### config.mk
export PLATFORM = sky130hd
export DESIGN_NAME = fnc_div
export DESIGN_NICKNAME = d
export VERILOG_FILES = /design/src/hdl/fnc_pkg.sv /design/src/hdl/fnc_div.sv
export SDC_FILE = /design/constraint.sdc
export NUM_CORES = 1
export LEC_CHECK = 0
export ABC_AREA = 0
export BUFFER_PORTS_ARGS = -buffer_cell sky130_fd_sc_hd__buf_2
export CAP_MARGIN = 0
export CORE_UTILIZATION = 40
export CTS_CLUSTER_DIAMETER = 100
export CTS_CLUSTER_SIZE = 12
export DETAILED_ROUTE_END_ITERATION = 8
export PLACE_DENSITY = 0.59
export SLEW_MARGIN = 20
export SYNTH_ARGS = -nofsm -noshare
export SYNTH_HDL_FRONTEND = slang
export SYNTH_SLANG_ARGS = --single-unit
### constraint.sdc
create_clock -name clk -period 11.7 [get_ports clk]
set_clock_uncertainty 0.2 [all_clocks]
set_input_delay 1.17 -clock clk [delete_from_list [all_inputs] [get_ports clk]]
set_output_delay 1.17 -clock clk [all_outputs]
set_load 0.1 [all_outputs]
### src/hdl/fnc_pkg.sv
// ----------------------------------------------------------------------------
// fnc_pkg
// shared constants, codes, types and the hot colormap table for the
// frame normalize and colormap core
// ----------------------------------------------------------------------------
package fnc_pkg;

  // frame geometry
  localparam int MAX_SIDE    = 256;
  localparam int POS_W       = $clog2(MAX_SIDE);
  localparam int SIDE_W      = POS_W + 1;
  localparam int ADDR_W      = 2 * POS_W;
  localparam int STORE_DEPTH = MAX_SIDE * MAX_SIDE;
  localparam int COUNT_W     = ADDR_W + 1;

  // payload widths
  localparam int SAMPLE_W = 32;
  localparam int BYTE_W   = 8;
  localparam int COLOR_W  = 3 * BYTE_W;

  // scaling divider: num = 510*v + peak, den = 2*peak
  localparam int NUM_W  = SAMPLE_W + 9;
  localparam int DEN_W  = SAMPLE_W + 1;
  localparam int QUOT_W = BYTE_W;

  // configuration port
  localparam int CFG_IDX_W  = 3;
  localparam int CFG_DATA_W = 9;
  localparam int SIZE_W     = 9;
  localparam int CMAP_W     = 3;
  localparam int FLIP_W     = 2;

  localparam logic [CFG_IDX_W-1:0] CFG_FRAME_WIDTH     = 3'd0;
  localparam logic [CFG_IDX_W-1:0] CFG_FRAME_HEIGHT    = 3'd1;
  localparam logic [CFG_IDX_W-1:0] CFG_COLORMAP_SELECT = 3'd2;
  localparam logic [CFG_IDX_W-1:0] CFG_FLIP_SELECT     = 3'd3;

  localparam logic [CMAP_W-1:0] CMAP_GRAY  = 3'd0;
  localparam logic [CMAP_W-1:0] CMAP_RED   = 3'd1;
  localparam logic [CMAP_W-1:0] CMAP_GREEN = 3'd2;
  localparam logic [CMAP_W-1:0] CMAP_BLUE  = 3'd3;
  localparam logic [CMAP_W-1:0] CMAP_HOT   = 3'd4;

  localparam logic [FLIP_W-1:0] FLIP_NONE  = 2'd0;
  localparam logic [FLIP_W-1:0] FLIP_HORIZ = 2'd1;
  localparam logic [FLIP_W-1:0] FLIP_VERT  = 2'd2;

  localparam logic MODE_LOAD = 1'b0;
  localparam logic MODE_READ = 1'b1;

  // control sequencer
  typedef enum logic [2:0] {
    ST_IDLE,
    ST_LOAD,
    ST_RD_ADDR,
    ST_RD_MEM,
    ST_DIV_START,
    ST_DIV,
    ST_MAP
  } fnc_state_t;

  // hot colormap, indexed by the scaled byte
  localparam int FullScale  = 255;
  localparam int HotSpan    = 95;
  localparam int GreenStart = 96;
  localparam int BlueStart  = 192;
  localparam int BlueSpan   = 63;

  typedef logic [2**BYTE_W-1:0][COLOR_W-1:0] hot_lut_t;

  function automatic hot_lut_t build_hot_lut();
    hot_lut_t lut;
    int r;
    int g;
    int b;
    for (int q = 0; q < 2**BYTE_W; q++) begin
      r = (q >= HotSpan) ? FullScale : (FullScale * q) / HotSpan;
      if (q <= GreenStart) g = 0;
      else if (q - GreenStart >= HotSpan) g = FullScale;
      else g = (FullScale * (q - GreenStart)) / HotSpan;
      b = (q > BlueStart) ? (FullScale * (q - BlueStart)) / BlueSpan : 0;
      lut[q] = {BYTE_W'(r), BYTE_W'(g), BYTE_W'(b)};
    end
    return lut;
  endfunction

  localparam hot_lut_t HOT_LUT = build_hot_lut();

endpackage

### src/hdl/fnc_div.sv
// ----------------------------------------------------------------------------
// fnc_div
// restoring divider, one quotient bit per cycle, byte-wide quotient
// ----------------------------------------------------------------------------
module fnc_div (
  input  logic                       clk,
  input  logic                       rst,
  input  logic                       start,
  input  logic [fnc_pkg::NUM_W-1:0]  num,
  input  logic [fnc_pkg::DEN_W-1:0]  den,
  output logic                       done,
  output logic [fnc_pkg::QUOT_W-1:0] quot
);

  localparam int CNT_W = $clog2(fnc_pkg::QUOT_W);

  logic                       busy;
  logic [CNT_W-1:0]           cnt;
  logic [fnc_pkg::NUM_W-1:0]  rem;
  logic [fnc_pkg::NUM_W-1:0]  dsh;
  logic                       fits;

  // quotient stays below 2^QUOT_W since each count is at most the peak
  assign fits = (rem >= dsh);
  assign done = busy && (cnt == CNT_W'(fnc_pkg::QUOT_W - 1));

  always_ff @(posedge clk) begin
    if (rst) begin
      busy <= 1'b0;
      cnt  <= '0;
    end else if (start) begin
      busy <= 1'b1;
      cnt  <= '0;
    end else if (busy) begin
      cnt <= cnt + 1'b1;
      if (done) begin
        busy <= 1'b0;
      end
    end
  end

  always_ff @(posedge clk) begin
    if (start) begin
      rem  <= num;
      dsh  <= fnc_pkg::NUM_W'(den) << (fnc_pkg::QUOT_W - 1);
      quot <= '0;
    end else if (busy) begin
      if (fits) begin
        rem <= rem - dsh;
      end
      quot <= {quot[fnc_pkg::QUOT_W-2:0], fits};
      dsh  <= dsh >> 1;
    end
  end

endmodule

Yosys cells after proc, flatten, opt, wreduce, memory -nomap -nowiden
Cells that the tools add are included.
{ "op_classes": {"addsub": 2, "n_lt_le_gt_ge": 1, "eq_ne": 1, "mux": 8, "reduce_logical": 5} }
{ "ops": {"columns": ["operator", "count"], "rows": [
  ["41-bit two-way mux", 3],
  ["40-bit two-way mux", 2],
  ["41-bit by 40-bit greater-or-equal comparator with 1-bit output", 1],
  ["41-bit by 40-bit subtractor with 41-bit output", 1],
  ["2-bit nonzero test", 2],
  ["3-bit by 1-bit adder with 3-bit output (second input constant)", 1],
  ["3-bit == test (second input constant)", 1],
  ["1-bit two-way mux", 3],
  ["2-bit AND reduction", 1],
  ["2-bit OR reduction", 1],
  ["1-bit logical AND", 1]
]} }
{ "totals": {"register_bits": 93, "in_bits": 77, "output_inout_bits": 9, "wordCells": 23} }

Depth between registers and ports, before layout
Gate-level depths: netlist of run 1.
{ "logic_depth": {"depth_word": 5, "depth_mapped": 11, "mapped_depth_nobuf": 11} }

Worst setup path after synthesis of run 1
No wires, ideal clock.
{ "synth_path": {"path_kind": "flip-flop to flip-flop", "start": "register rem[14] in the netlist's numbering", "end": "register rem[0] in the netlist's numbering, enable pin", "setup_ns": 0.463, "arrival_time_ns": 4.246, "t_required_ns": 11.037, "setup_slack_ns": 6.791, "path_stages_with_launch": 11, "path_buffers": 1, "synth_period_minus_slack_ns": 4.909, "cell_sequence": "edfxtp_1 > ha_1 > buf_2 > nand2_1 > nor4_1 > o21ai_1 > a311oi_2 > o211ai_2 > a21oi_2 > o2111ai_1 > a41oi_1"} }
{ "synth_between": {"elab_chain_cells": 3} }
{ "synth_rtl": {"columns": ["item", "line_no", "rtl"], "rows": [
  ["start, declared", "fnc_div.sv:19", "logic [fnc_pkg::NUM_W-1:0] rem;"],
  ["start signal, assigned", "fnc_div.sv:44", "rem <= num;"],
  ["start signal, assigned", "fnc_div.sv:49", "rem <= rem - dsh;"],
  ["41-bit by 40-bit greater-or-equal comparator with 1-bit output", "fnc_div.sv:24", "assign fits = (rem >= dsh);"],
  ["2-bit nonzero test (no line)", null, null],
  ["2-bit AND reduction (no line)", null, null]
]} }
No other way between the ends.
A chain may end at the register's enable or synchronous reset.

Worst setup path after layout of run 1
{ "layout_path": {"start": "register rem[18] in the netlist's numbering", "end": "register rem[32] in the netlist's numbering, enable pin"} }
Same word-level chain as after synthesis.

==> results of run 1 <==
-- Yosys cell counts (3+ instances only) --
| master | instances |
|---|---|
| inv_1 | 58 |
| buf_1 | 8 |
| nand4_1 | 11 |
| nand2_1 | 127 |
| dfxtp_1 | 19 |
| nor3_1 | 13 |
| a21oi_1 | 44 |
| buf_2 | 7 |
| a21o_1 | 25 |
| and2_1 | 6 |
| edfxtp_1 | 74 |
| nand3b_1 | 3 |
| clkbuf_1 | 24 |
| nand2b_1 | 3 |
| xnor2_1 | 18 |
| a311oi_1 | 3 |
| mux2i_1 | 16 |
| and3_1 | 9 |
| a41oi_1 | 3 |
| and4_1 | 4 |
| nor2_1 | 40 |
| nor3b_1 | 3 |
| xor2_1 | 9 |
| nand3_1 | 10 |
| o31ai_1 | 3 |
| a31oi_1 | 8 |
| o21ai_0 | 73 |
| o21a_1 | 6 |
| ha_1 | 42 |
| o211ai_1 | 3 |
| o21bai_1 | 13 |
| o21ai_1 | 4 |
-- worst max-delay path, stage by stage, from the launching register on --
cell       delay (ns)
edfxtp_1         0.38
ha_1             0.46
nand4_1          0.21
nor4_1           0.25
o21ai_1          0.15
a311oi_2         0.29
o211ai_2         0.17
a21oi_2          0.25
o2111ai_1        0.24
a41oi_4          0.26
buf_4            0.53
-- logic make-up (layout without fill, tap and decap cells) --
logic type      Yosys count  in the layout  synth area share
compound gates          216            216             0.218
mux                      17             17            0.0269
simple gates            235            235             0.163
fa+ha+maj                43             43            0.0855
xor+xnor                 27             27            0.0371
buf+inv                  99            165            0.0608
flops                    93             93             0.408
-- worst max path at each step --
| stage | startpoint | end | slack, ns | cells after the start |
|---|---|---|---|---|
| 2_1_floorplan | rem[14] | rem[0] | 6.79 | 10 |
| 3_3_place_gp | dsh[18] | rem[13] | 8.00 | 11 |
| 3_5_place_dp | rem[18] | rem[14] | 7.95 | 10 |
| 4_1_cts | dsh[14] | rem[16] | 7.91 | 11 |
| 5_1_grt | dsh[13] | rem[16] | 7.62 | 11 |
| 6_report | rem[18] | rem[32] | 7.92 | 10 |
-- power by group through the flow --
stage / clock network, mW / registers [mW] / logic [mW]
after detailed placement: 0 / 0.479 / 0.694
after global placement: 0 / 0.474 / 0.686
after global routing: 0.308 / 0.478 / 0.786
after CTS: 0.300 / 0.472 / 0.701
after floorplan: 0 / 0.477 / 0.538
final: 0.290 / 0.471 / 0.705
-- registers in the layout (all words and copies together), names as in the netlist --
register and cells:
cnt 3, quot 8, rem 41, busy 1, dsh 40
-- cell type report --
class / instances / area share
Multi-Input combinational cell: 538 / 0.470
Sequential cell: 93 / 0.359
Timing Repair Buffer: 90 / 0.0641
Tap cell: 211 / 0.0364
Clock buffer: 10 / 0.0345
Inverter: 59 / 0.0305
Clock inverter: 6 / 0.00586
-- per-stage QoR --
stage               instance area, µm²  hold slack [ns]  instances  worst slack, ns  total power, mW
global placement                  6960            0.279        991             8.00             1.16
detailed placement                6960            0.296        991             7.95             1.17
CTS                               7260            0.318       1007             7.91             1.47
global route                      7260            0.363       1007             7.62             1.57
floorplan                         6380            0.265        730             6.79             1.02
finish                            7260            0.308       1007             7.92             1.47
-- cell usage in the layout, fill, tap and decap left out, types with 10 or more instances in the layout --
cell type / n
a21o_1: 25
a21oi_1: 44
buf_2: 84
clkbuf_16: 10
dfxtp_1: 18
edfxtp_1: 74
ha_1: 42
inv_1: 57
mux2i_1: 16
nand2_1: 127
nand3_1: 10
nand4_1: 11
nor2_1: 40
nor3_1: 13
o21ai_0: 73
o21bai_1: 13
xnor2_1: 18
-- layer usage --
metal,GRT usage,vias to the layer above,part of all wire
met5,0,-,0
met4,0.0637,0,0.013
met3,0.0380,16,0.045
met2,0.329,143,0.46
met1,0.268,2536,0.48
li1,-,2737,-
==> flow_summary.toml, run 1 <==
[timing]
rsz0062_at_grt = "no"
period_minus_slack_ns = 3.78
max_freq_mhz = 264
max-slew-margin-rel = 0.550
fin_setup_tns_ns = 0
final_max_slew_viol_count = 0
fin_crit_sh = 0.323
setup_violations = 0
worst_slew_pin_slew_ns = 0.671
finalHoldViolCount = 0

[power]
power.leakage_nw = 3.11
p_int_uw = 883
power_density_mw_per_mm2 = 202
switching_share = 0.398
p_comb_frac = 0.481
power_frac_seq = 0.321
p_sw_uw = 583
ir_drop_mv = 0.0845
clock_power_share = 0.198

[clocking]
cts_buffers = 9
clock_sinks = 93
htree_levels = 3
cts_setup_buffers = 0
clockBufferDepth = 2
cts_root_buf = "clkbuf_16"
clk_latency_ns = 0.36
cts_resized = 0
cts_tree = "done"
postCtsHoldBufs = 0
clkTransAtPathRegs_ns = 0.07

[final_layout]
drive_gt1_frac = 0.148
seqCellArea_mm2 = 0.00260
multiInputGateArea_mm2 = 0.00341
fin_nets = 911
fin_util = 0.472
antennaDiodeCount = 0
fillCellCount = 1542
area_delta_synth_final_pct = 13.7

[worst_setup_path]
r2r-start = "rem[18]"
cp.required_ns = 11.49
cp.arrival_ns = 3.58
path_class = "flop to flop"
reg2regPathDepth = 10
regToRegEndpoint = "rem[32]"
reg2reg_slack_ns = 7.92
end_kind = "flop"
path_max_fanout = 41
crit_path_start_kind = "flop"

[yosys]
synth_cell_types = 63
synth_edf_count = 74
yosysWarnings = 0
ys.flop_type = "edfxtp_1"
synth_fp_nets = 850
yosys.area.top_type = "edfxtp_1"
syn_inst = 730
ys_seq_elements = 93
synth_area_mm2 = 0.00638
synth_top_area_share = 0.348
syn_area_per_cell_um2 = 8.74
synth.top_cells.by_area = "edfxtp_1, ha_1, nand2_1, dfxtp_1, o21ai_0"
synth.yosys.seq_area_share = 0.408
postSynth.asyncResetShare = 0

[global_routing]
track_usage = 0.201
gr-total-overflow = 0
grt_max_degree = 61
grt_pass1_vias = 5400
grt_pass1_wl_um = 26100
antenna_found_initial = 0

[routing]
drcViolationCount = 0
wirelength_um = 15700
post_drt_via_cell_ratio = 5.39
dr.pass1.iters = 5
antenna_left = 0
drt_first_iter_violations = 331
avgRoutedWirePerCell_um = 15.6
vias = 5432

[status]
status = "finished clean"

[die]
start_util = 0.415
dieWidth_um = 128
rows = 45
coreArea_mm2 = 0.0154
die_area_mm2 = 0.0165
io_pins = 86
die_y_um = 128

[min_path]
hold_class = "flop to flop"
worstHoldStart = "quot[7]"
min_to = "quot[7]"
hold_path_depth = 2

[flow_run]
maxCapViolations = 0

[placed_design]
gp_congestion = 0.851
portBuffers = 85
hpwl_um = 11300
No activity file was read; power rests on OpenSTA's default activity.
==> run 2, diff against run 1 <==
--- a/config.mk
+++ b/config.mk
@@ -5,14 +5,14 @@
 export SDC_FILE = /design/constraint.sdc
 export NUM_CORES = 1
 export LEC_CHECK = 0
-export ABC_AREA = 0
+export ABC_AREA = 1
 export BUFFER_PORTS_ARGS = -buffer_cell sky130_fd_sc_hd__buf_2
 export CAP_MARGIN = 0
 export CORE_UTILIZATION = 40
 export CTS_CLUSTER_DIAMETER = 100
 export CTS_CLUSTER_SIZE = 12
 export DETAILED_ROUTE_END_ITERATION = 8
-export PLACE_DENSITY = 0.59
+export PLACE_DENSITY = 0.61
 export SLEW_MARGIN = 20
 export SYNTH_ARGS = -nofsm -noshare
 export SYNTH_HDL_FRONTEND = slang
==> constraint.sdc (replaced) <==
create_clock -name clk -period 3.2 [get_ports clk]
set_clock_uncertainty 0.2 [all_clocks]
set_input_delay 0.32 -clock clk [delete_from_list [all_inputs] [get_ports clk]]
set_output_delay 0.32 -clock clk [all_outputs]
set_load 0.1 [all_outputs]
==> flow_summary.toml, run 2 <==
[status]
status = "finished clean"

[clocking]
clock_sinks = 93
clk_latency_ns = 0.36
cts_tree = "done"
clkTransAtPathRegs_ns = 0.07
cts_resized = 0
cts_buffers = 9
htree_levels = 3
postCtsHoldBufs = 1
cts_root_buf = "clkbuf_16"
cts_setup_buffers = 0
clockBufferDepth = 2

[final_layout]
fin_util = 0.472
largest_register_ffs = 41
final_cell_mix = "nand2_1, inv_1, buf_2"
area_delta_synth_final_pct = 14.1
drive_gt1_frac = 0.124
fin_area_mm2 = 0.00790
regMostFlops = "rem"
top_regs = "rem x41, dsh x40, quot x8"
layout.cells.non_filler = 1337
fin_nets = 1232
antennaDiodeCount = 0
final_common_cell = "nand2_1"

[worst_setup_path]
end_kind = "flop"
reg2regPathDepth = 12
cpMostUsedCell = "nand2_1"
path_max_fanout = 26
path_class = "flop to flop"
regToRegEndpoint = "rem[6]"
slowest_stage = "edfxtp_1"
r2r-start = "rem[14]"
cp.arrival_ns = 2.66
cp-startpoint = "rem[14]"
crit_path_start_kind = "flop"
crit_path_max_incr_delay_ns = 0.37
crit_chain = "ha_1 -> nand2_1 -> nor2_1 -> inv_1 -> o21bai_1 -> nand2_1 -> nand3_1 -> nand2_1 -> nand2_1 -> nand2_1 -> nand2_2 -> buf_4"
reg2reg_slack_ns = 0.36
cp.required_ns = 3.02

[die]
dieWidth_um = 134
die_area_mm2 = 0.0178
io_pins = 86
start_util = 0.413
die_y_um = 134
rows = 47
coreArea_mm2 = 0.0168

[flow_run]
maxCapViolations = 0

[timing]
fin_crit_sh = 0.889
worst_slew_pin_slew_ns = 0.868
max_freq_mhz = 352
fin_setup_tns_ns = 0
finalHoldViolCount = 0
rsz0062_at_grt = "no"
whs_ns = 0.0165
max-slew-margin-rel = 0.418
final_max_slew_viol_count = 0
period_minus_slack_ns = 2.84
setup_violations = 0

[global_routing]
gr-total-overflow = 0
grt_pass1_wl_um = 29500
grt_pass1_vias = 6048
grt_max_degree = 60
track_usage = 0.211
antenna_found_initial = 0

[placed_design]
hpwl_um = 14000
dp_cells = 1320
placed_cell_area_mm2 = 0.00761
gp_congestion = 0.931
portBuffers = 85

[yosys]
ys.flop_type = "edfxtp_1"
synth_cell_types = 31
synth.top_cells.by_area = "edfxtp_1, nand2_1, inv_1, ha_1, dfxtp_1"
synth.yosys.seq_area_share = 0.376
netlist_top_cells_count = "nand2_1, inv_1, edfxtp_1, nor2_1, nand3_1"
synth_area_mm2 = 0.00693
yosysWarnings = 0
syn_inst = 1026
synth_fp_nets = 1146
postSynth.asyncResetShare = 0
syn_area_per_cell_um2 = 6.75
ys_seq_elements = 93
synth_top_area_share = 0.321
synth_edf_count = 74
yosys.area.top_type = "edfxtp_1"
yosysMostFrequentCell = "nand2_1"

[power]
power_density_mw_per_mm2 = 619
power.leakage_nw = 4.12
ir_drop_mv = 0.272

[routing]
drcViolationCount = 0
vias = 6383
avgRoutedWirePerCell_um = 13.3
dr.pass1.iters = 5
wirelength_um = 17700
post_drt_via_cell_ratio = 4.77
drt_first_iter_violations = 473
antenna_left = 0

[min_path]
worstHoldStart = "den[32]"
hold_class = "input port to flop"
hold_path_depth = 3
min_to = "dsh[39]"
==> run 2: worst max-delay path: cells and delay by family (launching register included) <==
kind / cells / cell delay (ns)
and+or+nand+nor: 8 / 0.90
buffers and inverters: 2 / 0.44
AOI/OAI and AO/OA: 1 / 0.20
DFF: 1 / 0.37
adders and majority gates: 1 / 0.36
==> run 2: cell families (layout without fill, tap and decap cells) <==
family | Yosys count | after routing | synth area share
simple gates | 555 | 555 | 0.330
buf+inv | 210 | 301 | 0.115
compound gates | 114 | 114 | 0.0863
flops | 93 | 93 | 0.376
fa+ha+maj | 43 | 43 | 0.0788
xor+xnor | 11 | 11 | 0.0139
==> run 2: worst max path at each step <==
| stage | endpoint |
|---|---|
| global route | rem[29] |
| CTS | rem[8] |
| floorplan | rem[0] |
| detailed placement | rem[7] |
| global placement | rem[12] |
| finish | rem[6] |
==> run 2: layout make-up <==
cell class | instances | area [µm²]
Timing Repair Buffer | 94 | 495
Fill cell | 1779 | 8860
Clock inverter | 5 | 31.3
Multi-Input combinational cell | 723 | 3530
Tap cell | 220 | 275
Sequential cell | 93 | 2600
Inverter | 191 | 717
Clock buffer | 11 | 255
==> run 2: layer usage <==
layer	track usage	vias up	share of wire	routed length (µm)
met5	0	-	0	0
met4	0.0707	0	0.017	293
met1	0.311	2824	0.53	9350
met3	0.0247	18	0.044	775
li1	-	3389	-	-
met2	0.317	152	0.41	7310
==> run 2: metrics by stage <==
stage	power, mW	setup WS, ns
2_1_floorplan	3.28	0.237
3_3_place_gp	3.83	0.428
3_5_place_dp	3.85	0.362
4_1_cts	4.92	0.356
5_1_grt	5.28	0.111
6_report	4.89	0.356
==> run 2: where the power goes <==
group	switching, mW	leakage (nW)	internal (mW)
clock network	0.480	0.148	0.577
registers	0.0544	0.915	1.54
logic	1.47	3.06	0.770
total	2.01	4.12	2.88
